File: config.mk
export PLATFORM = sky130hd
export DESIGN_NAME = programmable_poly_byte_crc
export DESIGN_NICKNAME = d
export VERILOG_FILES = /design/src/rtl/ppb_crc_pkg.sv /design/src/rtl/ppb_crc_ctrl.sv /design/src/rtl/ppb_crc_dp.sv /design/src/rtl/programmable_poly_byte_crc.sv
export SDC_FILE = /design/constraint.sdc
export NUM_CORES = 1
export LEC_CHECK = 0
export ABC_AREA = 1
export BUFFER_PORTS_ARGS = -buffer_cell sky130_fd_sc_hd__buf_4
export CELL_PAD_IN_SITES_DETAIL_PLACEMENT = 1
export CELL_PAD_IN_SITES_GLOBAL_PLACEMENT = 1
export CORE_ASPECT_RATIO = 0.8
export CORE_MARGIN = 5
export CORE_UTILIZATION = 25
export DETAILED_ROUTE_END_ITERATION = 8
export PLACE_DENSITY_LB_ADDON = 0.12
export SLEW_MARGIN = 20
export SYNTH_ARGS = -nofsm -noshare
export SYNTH_HDL_FRONTEND = slang
export SYNTH_SLANG_ARGS = --single-unit
File: constraint.sdc
create_clock -name i_clk -period 3 [get_ports i_clk]
set_input_delay 0.3 -clock i_clk [delete_from_list [all_inputs] [get_ports i_clk]]
set_output_delay 0.3 -clock i_clk [all_outputs]
set_load 0.005 [all_outputs]
File: src/rtl/ppb_crc_pkg.sv
`timescale 1ns / 1ps
`default_nettype none
// ----------------------------------------------------------------------------
// ppb_crc_pkg: shared types, constants and functions
// Widths, the reset polynomial, controller/datapath bundles and the
// single-bit polynomial reduction step used by the datapath.
// ----------------------------------------------------------------------------
package ppb_crc_pkg;

    // field widths
    localparam int DATA_W = 8;
    localparam int CRC_W  = 16;
    localparam int POLY_W = CRC_W + 1;
    localparam int DEG_W  = $clog2(POLY_W);
    localparam int ACC_W  = 2 * CRC_W;

    // largest degree that is reduced, above it the result is zero
    localparam int MAX_DEGREE = 16;

    // polynomial after reset
    localparam logic [POLY_W-1:0] POLY_RESET = POLY_W'(17'h18005);

    // two dividend bits are consumed per step cycle
    localparam int BITS_PER_STEP = 2;
    localparam int STEPS         = ACC_W / BITS_PER_STEP;
    localparam int CNT_W         = $clog2(STEPS);

    // controller to datapath commands
    typedef struct packed {
        logic load;          // capture a request and build the dividend
        logic step;          // shift two dividend bits into the remainder
        logic finish;        // store the final remainder as running state
        logic out_load;      // write the output register
        logic out_from_run;  // output source is the stored running remainder
    } t_cmd;

    // datapath to controller status
    typedef struct packed {
        logic last;          // current request closes a message
    } t_status;

    // index of the top set bit, zero for an all-zero word
    function automatic logic [DEG_W-1:0] poly_degree(input logic [POLY_W-1:0] p);
        logic [DEG_W-1:0] d;
        d = '0;
        for (int i = 0; i < POLY_W; i++) begin
            if (p[i]) begin
                d = DEG_W'(i);
            end
        end
        return d;
    endfunction

    // shift one dividend bit into the remainder and reduce by the polynomial
    function automatic logic [CRC_W-1:0] crc_step(
        input logic [CRC_W-1:0]  rem,
        input logic              din,
        input logic [POLY_W-1:0] poly,
        input logic [DEG_W-1:0]  deg
    );
        logic [POLY_W-1:0] t;
        t = {rem, din};
        if (t[deg]) begin
            t = t ^ poly;
        end
        return t[CRC_W-1:0];
    endfunction

endpackage
`default_nettype wire

File: src/rtl/ppb_crc_ctrl.sv
`timescale 1ns / 1ps
`default_nettype none
// ----------------------------------------------------------------------------
// ppb_crc_ctrl: sequencing state machine
// Accepts one request and runs the step counter over the dividend; a result
// that closes a message goes to the output register or waits until it is free.
// ----------------------------------------------------------------------------
module ppb_crc_ctrl (
    input  wire                  i_clk,
    input  wire                  i_rst_n,
    input  wire                  i_in_valid,
    output logic                 o_in_ready,
    output logic                 o_out_valid,
    input  wire                  i_out_ready,
    input  ppb_crc_pkg::t_status i_status,
    output ppb_crc_pkg::t_cmd    o_cmd
);

    localparam logic [1:0] S_IDLE = 2'd0;
    localparam logic [1:0] S_RUN  = 2'd1;
    localparam logic [1:0] S_HOLD = 2'd2;

    localparam logic [ppb_crc_pkg::CNT_W-1:0] CNT_LAST =
        ppb_crc_pkg::CNT_W'(ppb_crc_pkg::STEPS - 1);

    logic [1:0]                    r_state, n_state;
    logic [ppb_crc_pkg::CNT_W-1:0] r_cnt, n_cnt;
    logic                          r_out_valid, n_out_valid;
    logic                          w_out_free;

    // output register can take a new result this cycle
    assign w_out_free = !r_out_valid || i_out_ready;

    // next state and commands
    always_comb begin
        n_state    = r_state;
        n_cnt      = r_cnt;
        o_cmd      = '0;
        o_in_ready = 1'b0;
        case (r_state)
            S_IDLE: begin
                o_in_ready = 1'b1;
                if (i_in_valid) begin
                    o_cmd.load = 1'b1;
                    n_cnt      = '0;
                    n_state    = S_RUN;
                end
            end
            S_RUN: begin
                o_cmd.step = 1'b1;
                n_cnt      = r_cnt + 1'b1;
                if (r_cnt == CNT_LAST) begin
                    o_cmd.finish = 1'b1;
                    n_state      = S_IDLE;
                    if (i_status.last) begin
                        if (w_out_free) begin
                            o_cmd.out_load = 1'b1;
                        end else begin
                            n_state = S_HOLD;
                        end
                    end
                end
            end
            S_HOLD: begin
                if (w_out_free) begin
                    o_cmd.out_load     = 1'b1;
                    o_cmd.out_from_run = 1'b1;
                    n_state            = S_IDLE;
                end
            end
            default: begin
                n_state = S_IDLE;
            end
        endcase
    end

    // output valid flag
    always_comb begin
        n_out_valid = r_out_valid;
        if (o_cmd.out_load) begin
            n_out_valid = 1'b1;
        end else if (i_out_ready) begin
            n_out_valid = 1'b0;
        end
    end

    assign o_out_valid = r_out_valid;

    // state registers
    always_ff @(posedge i_clk) begin
        if (!i_rst_n) begin
            r_state     <= S_IDLE;
            r_cnt       <= '0;
            r_out_valid <= 1'b0;
        end else begin
            r_state     <= n_state;
            r_cnt       <= n_cnt;
            r_out_valid <= n_out_valid;
        end
    end

endmodule
`default_nettype wire

File: src/rtl/ppb_crc_dp.sv
`timescale 1ns / 1ps
`default_nettype none
// ----------------------------------------------------------------------------
// ppb_crc_dp: remainder datapath
// Holds the polynomial register, the running remainder, the dividend shift
// register and the bit-serial reducer, plus the output register.
// ----------------------------------------------------------------------------
module ppb_crc_dp #(
    parameter int MAX_DEGREE = ppb_crc_pkg::MAX_DEGREE
) (
    input  wire                                i_clk,
    input  wire                                i_rst_n,
    input  wire                                i_cfg_we,
    input  wire [ppb_crc_pkg::POLY_W-1:0]      i_cfg_data,
    input  wire [ppb_crc_pkg::DATA_W-1:0]      i_data_byte,
    input  wire                                i_first_byte,
    input  wire                                i_last_byte,
    input  ppb_crc_pkg::t_cmd                  i_cmd,
    output ppb_crc_pkg::t_status               o_status,
    output logic [ppb_crc_pkg::CRC_W-1:0]      o_crc_value
);

    localparam logic [ppb_crc_pkg::DEG_W-1:0] DEG_MAX =
        ppb_crc_pkg::DEG_W'(MAX_DEGREE);

    logic [ppb_crc_pkg::POLY_W-1:0] r_poly;
    logic [ppb_crc_pkg::CRC_W-1:0]  r_run;
    logic [ppb_crc_pkg::ACC_W-1:0]  r_shift;
    logic [ppb_crc_pkg::CRC_W-1:0]  r_rem;
    logic [ppb_crc_pkg::POLY_W-1:0] r_g;
    logic [ppb_crc_pkg::DEG_W-1:0]  r_deg;
    logic                           r_ok;
    logic                           r_last;
    logic [ppb_crc_pkg::CRC_W-1:0]  r_out;

    logic [ppb_crc_pkg::DEG_W-1:0]  w_deg;
    logic                           w_ok;
    logic [ppb_crc_pkg::CRC_W-1:0]  w_base;
    logic [ppb_crc_pkg::ACC_W-1:0]  w_dividend;
    logic [ppb_crc_pkg::CRC_W-1:0]  w_rem_mid;
    logic [ppb_crc_pkg::CRC_W-1:0]  n_rem;
    logic [ppb_crc_pkg::CRC_W-1:0]  w_final;

    // degree of the programmed polynomial, zero polynomial gives a zero result
    assign w_deg = ppb_crc_pkg::poly_degree(r_poly);
    assign w_ok  = (r_poly != '0) && (w_deg <= DEG_MAX);

    // dividend: running remainder times x^d, data byte added in
    assign w_base     = i_first_byte ? '0 : r_run;
    assign w_dividend = ({{ppb_crc_pkg::CRC_W{1'b0}}, w_base} << w_deg)
                      ^ ppb_crc_pkg::ACC_W'(i_data_byte);

    // two reduction steps per cycle, top dividend bits first
    assign w_rem_mid = ppb_crc_pkg::crc_step(r_rem, r_shift[ppb_crc_pkg::ACC_W-1],
                                             r_g, r_deg);
    assign n_rem     = ppb_crc_pkg::crc_step(w_rem_mid, r_shift[ppb_crc_pkg::ACC_W-2],
                                             r_g, r_deg);
    assign w_final   = r_ok ? n_rem : '0;

    assign o_status.last = r_last;
    assign o_crc_value   = r_out;

    // polynomial register and running remainder
    always_ff @(posedge i_clk) begin
        if (!i_rst_n) begin
            r_poly <= ppb_crc_pkg::POLY_RESET;
            r_run  <= '0;
        end else begin
            if (i_cfg_we) begin
                r_poly <= i_cfg_data;
            end
            if (i_cmd.finish) begin
                r_run <= w_final;
            end
        end
    end

    // per-request working registers
    always_ff @(posedge i_clk) begin
        if (i_cmd.load) begin
            r_shift <= w_dividend;
            r_rem   <= '0;
            r_g     <= r_poly;
            r_deg   <= w_deg;
            r_ok    <= w_ok;
            r_last  <= i_last_byte;
        end else if (i_cmd.step) begin
            r_shift <= r_shift << ppb_crc_pkg::BITS_PER_STEP;
            r_rem   <= n_rem;
        end
    end

    // output register
    always_ff @(posedge i_clk) begin
        if (i_cmd.out_load) begin
            r_out <= i_cmd.out_from_run ? r_run : w_final;
        end
    end

endmodule
`default_nettype wire

File: src/rtl/programmable_poly_byte_crc.sv
// Programmable-polynomial byte hash.
// Input channel: i_in_valid / o_in_ready carry one request per byte with
// i_data_byte, i_first_byte (clear the remainder first) and i_last_byte.
// Output channel: o_out_valid / i_out_ready carry o_crc_value, one result
// per request that has i_last_byte set, none for the others.
// Configuration: i_cfg_we writes i_cfg_data into the 17-bit generator
// polynomial, effective for the next request; write it only while idle.
// Sequence: a request is accepted, then stepped by the bit-serial reducer,
// which consumes two of the 32 dividend bits per cycle. o_out_valid rises
// after the last step, and the next request can be accepted in that same
// cycle.
// Stall: a result waits in the output register; the next request is still
// accepted and processed, and if it closes a message while the register is
// full its result is held and no request is taken until the register frees.
// Reset: synchronous, active low; clears the remainder, drops o_out_valid
// and loads the polynomial 0x18005.
// ----------------------------------------------------------------------------
// programmable_poly_byte_crc: top level
// Joins the sequencing controller and the remainder datapath.
// ----------------------------------------------------------------------------
`timescale 1ns / 1ps
`default_nettype none
module programmable_poly_byte_crc #(
    parameter int MAX_DEGREE = ppb_crc_pkg::MAX_DEGREE
) (
    input  wire                               i_clk,
    input  wire                               i_rst_n,
    input  wire                               i_cfg_we,
    input  wire [ppb_crc_pkg::POLY_W-1:0]     i_cfg_data,
    input  wire                               i_in_valid,
    output logic                              o_in_ready,
    input  wire [ppb_crc_pkg::DATA_W-1:0]     i_data_byte,
    input  wire                               i_first_byte,
    input  wire                               i_last_byte,
    output logic                              o_out_valid,
    input  wire                               i_out_ready,
    output logic [ppb_crc_pkg::CRC_W-1:0]     o_crc_value
);

    ppb_crc_pkg::t_cmd    w_cmd;
    ppb_crc_pkg::t_status w_status;

    // sequencing
    ppb_crc_ctrl u_ctrl (
        .i_clk       (i_clk),
        .i_rst_n     (i_rst_n),
        .i_in_valid  (i_in_valid),
        .o_in_ready  (o_in_ready),
        .o_out_valid (o_out_valid),
        .i_out_ready (i_out_ready),
        .i_status    (w_status),
        .o_cmd       (w_cmd)
    );

    // remainder arithmetic
    ppb_crc_dp #(
        .MAX_DEGREE (MAX_DEGREE)
    ) u_dp (
        .i_clk        (i_clk),
        .i_rst_n      (i_rst_n),
        .i_cfg_we     (i_cfg_we),
        .i_cfg_data   (i_cfg_data),
        .i_data_byte  (i_data_byte),
        .i_first_byte (i_first_byte),
        .i_last_byte  (i_last_byte),
        .i_cmd        (w_cmd),
        .o_status     (w_status),
        .o_crc_value  (o_crc_value)
    );

`ifndef SYNTHESIS
    // a load happens only on an accepted request
    a_load_on_accept: assert property (@(posedge i_clk) disable iff (!i_rst_n)
        w_cmd.load |-> (i_in_valid && o_in_ready))
        else $error("load without accepted request");

    // no new request while the reducer is stepping
    a_busy_while_step: assert property (@(posedge i_clk) disable iff (!i_rst_n)
        w_cmd.step |-> !o_in_ready)
        else $error("ready while stepping");

    // a result never overwrites one still waiting
    a_out_free: assert property (@(posedge i_clk) disable iff (!i_rst_n)
        w_cmd.out_load |-> (!o_out_valid || i_out_ready))
        else $error("output register overwritten");

    // an accepted request is followed by stepping
    a_step_after_load: assert property (@(posedge i_clk) disable iff (!i_rst_n)
        w_cmd.load |=> w_cmd.step)
        else $error("no step after load");
`endif

endmodule
`default_nettype wire

==> summary.md <==
| Metric | Value |
|---|---|
| Post-synth cell types | 43 |
| Fin util | 32.6% |
| Total GRT Usage | 16.0% |
| Proportion of synthesized area in mux cells | 0% |
| Vias | 7135 |
| Top FF cell, synth | edfxtp_1 |
| Worst Path Required | 3.17 ns |
| Sequential share of the synthesized area | 42.7% |
| Clock Tree Root | clkbuf_16 |
| Max clock buf depth | 2 |
| IO Count | 50 |
| PortBufs | 49 |
| Pin slew with the least headroom to its limit | 1.11 ns |
| Crit path DAT | 3.07 ns |
| DR iter-0 viols | 395 |
| WL per Instance | 18.0 microns |
| Avg Inst Size Synth | 7.48 sq um |
| Pleak | 4.26 nW |
| Hold WS | 0.0459 ns |
| Area of the multi-input gates | 4100 sq um |
| Num rows | 57 |
| RSZ-0062 raised after global routing | true |
| Synthesized flop and latch total | 127 |
| TritonCTS Buffers | 17 |
| DRC viols | 0 |
| Synth async-reset ratio | 0% |
| Final worst slack | 0.0993 ns |
| DIE AREA | 34100 sq um |
| Clk sinks | 127 |
| Buf+Inv Stages, Crit Path | 5 |
| Core Footprint | 30200 sq um |
| Hold_buf cts | 0 |
| Syn Inst Count | 1018 |
| Drt pass-1 iters | 4 |
| Number of global-route vias before repair | 7173 |
| Slew Limit Fails | 0 |
| GRT overflow | 0 |
| Synth Area in XOR/XNOR | 2.18% |
| Final Hold Viols | 0 |
| Cell mode on critical path | nand2_4 |
| Endpoints failing setup | 0 |
| Net count, final | 1147 |
| Gp weighted congestion | 0.786 |
| Max-Cap Viols | 0 |
| CTS tree | yes |
| CP top delay family | simple AND/OR/NAND/NOR gates |
| Cell Pwr Density | 610 nW/um^2 |
| Slew HR | 25.7% |
| FF/Latch Area | 3250 sq um |
| Yosys warning total | 0 |
| First-pass GRT wire length | 42200 microns |
| Critical path, cell by cell | buf_6, buf_6, nor3_4, nand2_2, nand2_4, buf_12, inv_6, nor2_4, nand2_1, nand2_1, nand2_2, nand2_1, nand3_1, nand3_1, nand3_2, nand2_2, nand2_4, nand2_4, buf_12, nand2_4, nand3_4, o21ai_2 |
| Filler cell count | 3696 |
| Clock Pin Slew Worst Setup and Hold Paths | 0.06 ns |
| Maximum number of pins on one net before global-route repair | 51 |
| CTS H-tree lvls | 4 |
| Die Y-Extent | 166 microns |
| Max VDD drop | 0.353 mV |
| Share of post-route cells with drive strength above 1 | 25.3% |
| Total Power | 6.01 mW |
| Worst Path Max Fanout | 8 |
| Final instance count without filler cells | 1537 |
| Adder-cell share of the synthesized area | 0.657% |
| Share of Yosys cell area claimed by the top area cell type | 28.0% |
| Post-Synthesis Net Count | 1054 |
| Worst clock skew | 0.00991 ns |
| Worst setup EP type | flip-flop |
| HP Class | input pin to flip-flop |
| Post-synth top area cell | edfxtp_1 |
| Max Freq | 0.345 GHz |
| Slowest CP cell | edfxtp_1 |
| Max incr delay on CP | 0.52 ns |
| Dpl cells | 1483 |
| Initial core utilization | 25.2% |
| Post-synthesis compound-gate area fraction | 10.9% |
| Period Utilization, post-route | 96.7% |
| Antenna diodes | 0 |
| Post-DRT Antenna Nets | 0 |
| Final Routed Wirelength | 27600 microns |
| Count leader, synth | nand2_1 |
| Clock latency on the worst-skew pair | 0.43 ns |
| Most frequent cells after synthesis | 286 x nand2_1, 170 x nand3_1, 103 x inv_1, 71 x edfxtp_1, 66 x o21ai_0 |
| Status | complete, no violations |
| Final critical-path required period | 2.90 ns |
| Initial antenna violation count | 0 |
| DIE WIDTH | 205 microns |
| Area Growth Syn to Fin | 29.4% |
| DR vias/cell | 4.64 |
| Post-Syn Area | 7620 sq um |
| Post-synth EDFFs | 71 |
| Critical Path Start Type | flip-flop |
| Top cells by area, synth | edfxtp_1 28%, dfxtp_1 15%, nand2_1 14% |
| DP HPWL | 20400 microns |
| Pre-CTS setup slack | -0.00392 ns |
| Synth Area in Simple Gates | 34.6% |
| CP Class | flip-flop to flip-flop |
| Dominant combinational cell family by area after synthesis | simple AND/OR/NAND/NOR gates |
-- report_power, final --
group	internal, mW	switching, mW
registers	2.10	0.120
clock network	1.17	0.912
logic	0.630	1.08
total	3.90	2.11
-- placed cells by master (no fill, tap or decap), types with 5 or more instances in the layout --
cell type / n
o21ai_1: 20
xor2_1: 14
dfxtp_1: 56
buf_4: 102
nand3_1: 142
o21ai_0: 61
o21ai_2: 5
nand3_2: 35
a21oi_1: 47
a21oi_2: 7
inv_6: 6
nor2_1: 27
clkbuf_16: 17
inv_1: 100
buf_12: 5
nand4_1: 7
xnor2_1: 5
nand2_1: 257
nand2_4: 22
buf_6: 9
nor2_4: 15
nand3_4: 7
o211ai_1: 5
nor3_1: 6
nor2_2: 5
edfxtp_1: 71
nand2_2: 29
-- cell type report --
| class | count | share of cell area (%) |
|---|---|---|
| multi-input cells | 738 | 41.6 |
| clock buffers | 17 | 4.31 |
| well taps | 413 | 5.24 |
| repair buffers | 116 | 9.81 |
| inverters | 109 | 4.40 |
| flip-flops and latches | 127 | 33.0 |
| clock inverters | 15 | 1.50 |
| repair inverters | 2 | 0.140 |
-- path summary, 6_finish.rpt --
kind / from / end / slack, ns / depth (start not counted)
max: u_dp.r_deg[0]$_DFFE_PP_ / u_dp.o_crc_value[11]$_DFFE_PP_ / 0.1 / 22
min: i_last_byte / u_dp.o_status$_DFFE_PP_ / 0.05 / 1
max reg2reg: u_dp.r_deg[0]$_DFFE_PP_ / u_dp.o_crc_value[11]$_DFFE_PP_ / 0.1 / 22
min reg2reg: u_dp.r_poly[3]$_SDFFE_PN0P_ / u_dp.r_g[3]$_DFFE_PP_ / 0.43 / 0
-- worst reg2reg max path: cells and delay by family, from the launching register on --
kind | cells | cell delay, ns
simple gates | 16 | 1.41
buf+inv | 5 | 0.61
flops | 1 | 0.52
compound gates | 1 | 0.08
-- repair_timing --
item	CTS	global route
pin swaps	1	20
cloned	1	5
setup endpoints to repair	4	42
resized for setup	3	109
setup buffers	0	17
-- flip-flops by register name, indices dropped and copies added, names as in the netlist --
| signal | count |
|---|---|
| u_ctrl.r_cnt | 4 |
| u_dp.o_status | 1 |
| u_dp.r_ok | 1 |
| u_dp.r_rem | 16 |
| u_dp.r_deg | 5 |
| u_dp.r_poly | 17 |
| u_dp.r_g | 16 |
| u_dp.r_run | 16 |
| u_ctrl.r_state | 2 |
| u_ctrl.o_out_valid | 1 |
| u_dp.o_crc_value | 16 |
| u_dp.r_shift | 32 |
-- kinds of logic after synthesis --
| group | after synthesis |
|---|---|
| fa+ha+maj | 4 |
| simple gates | 559 |
| buf+inv | 156 |
| xor+xnor | 19 |
| flops | 127 |
| compound gates | 153 |
-- metal layers --
layer,vias to the layer above,share of wire [%],wire (microns),global-route usage (%)
met5,-,0,0,0
met4,0,0.83,229,3.09
met3,13,2.8,765,2.64
met2,99,43,11900,23.7
met1,3438,53,14800,24.5
li1,3585,-,-,-
-- through the flow --
stage / cell area, sq um / TNS, ns
4_1_cts: 9280 / 0
3_3_place_gp: 8680 / 0
2_1_floorplan: 7620 / 0
3_5_place_dp: 8680 / -0.00392
5_1_grt: 9860 / -0.791
6_report: 9860 / 0
(Power assumes the default switching activity.)
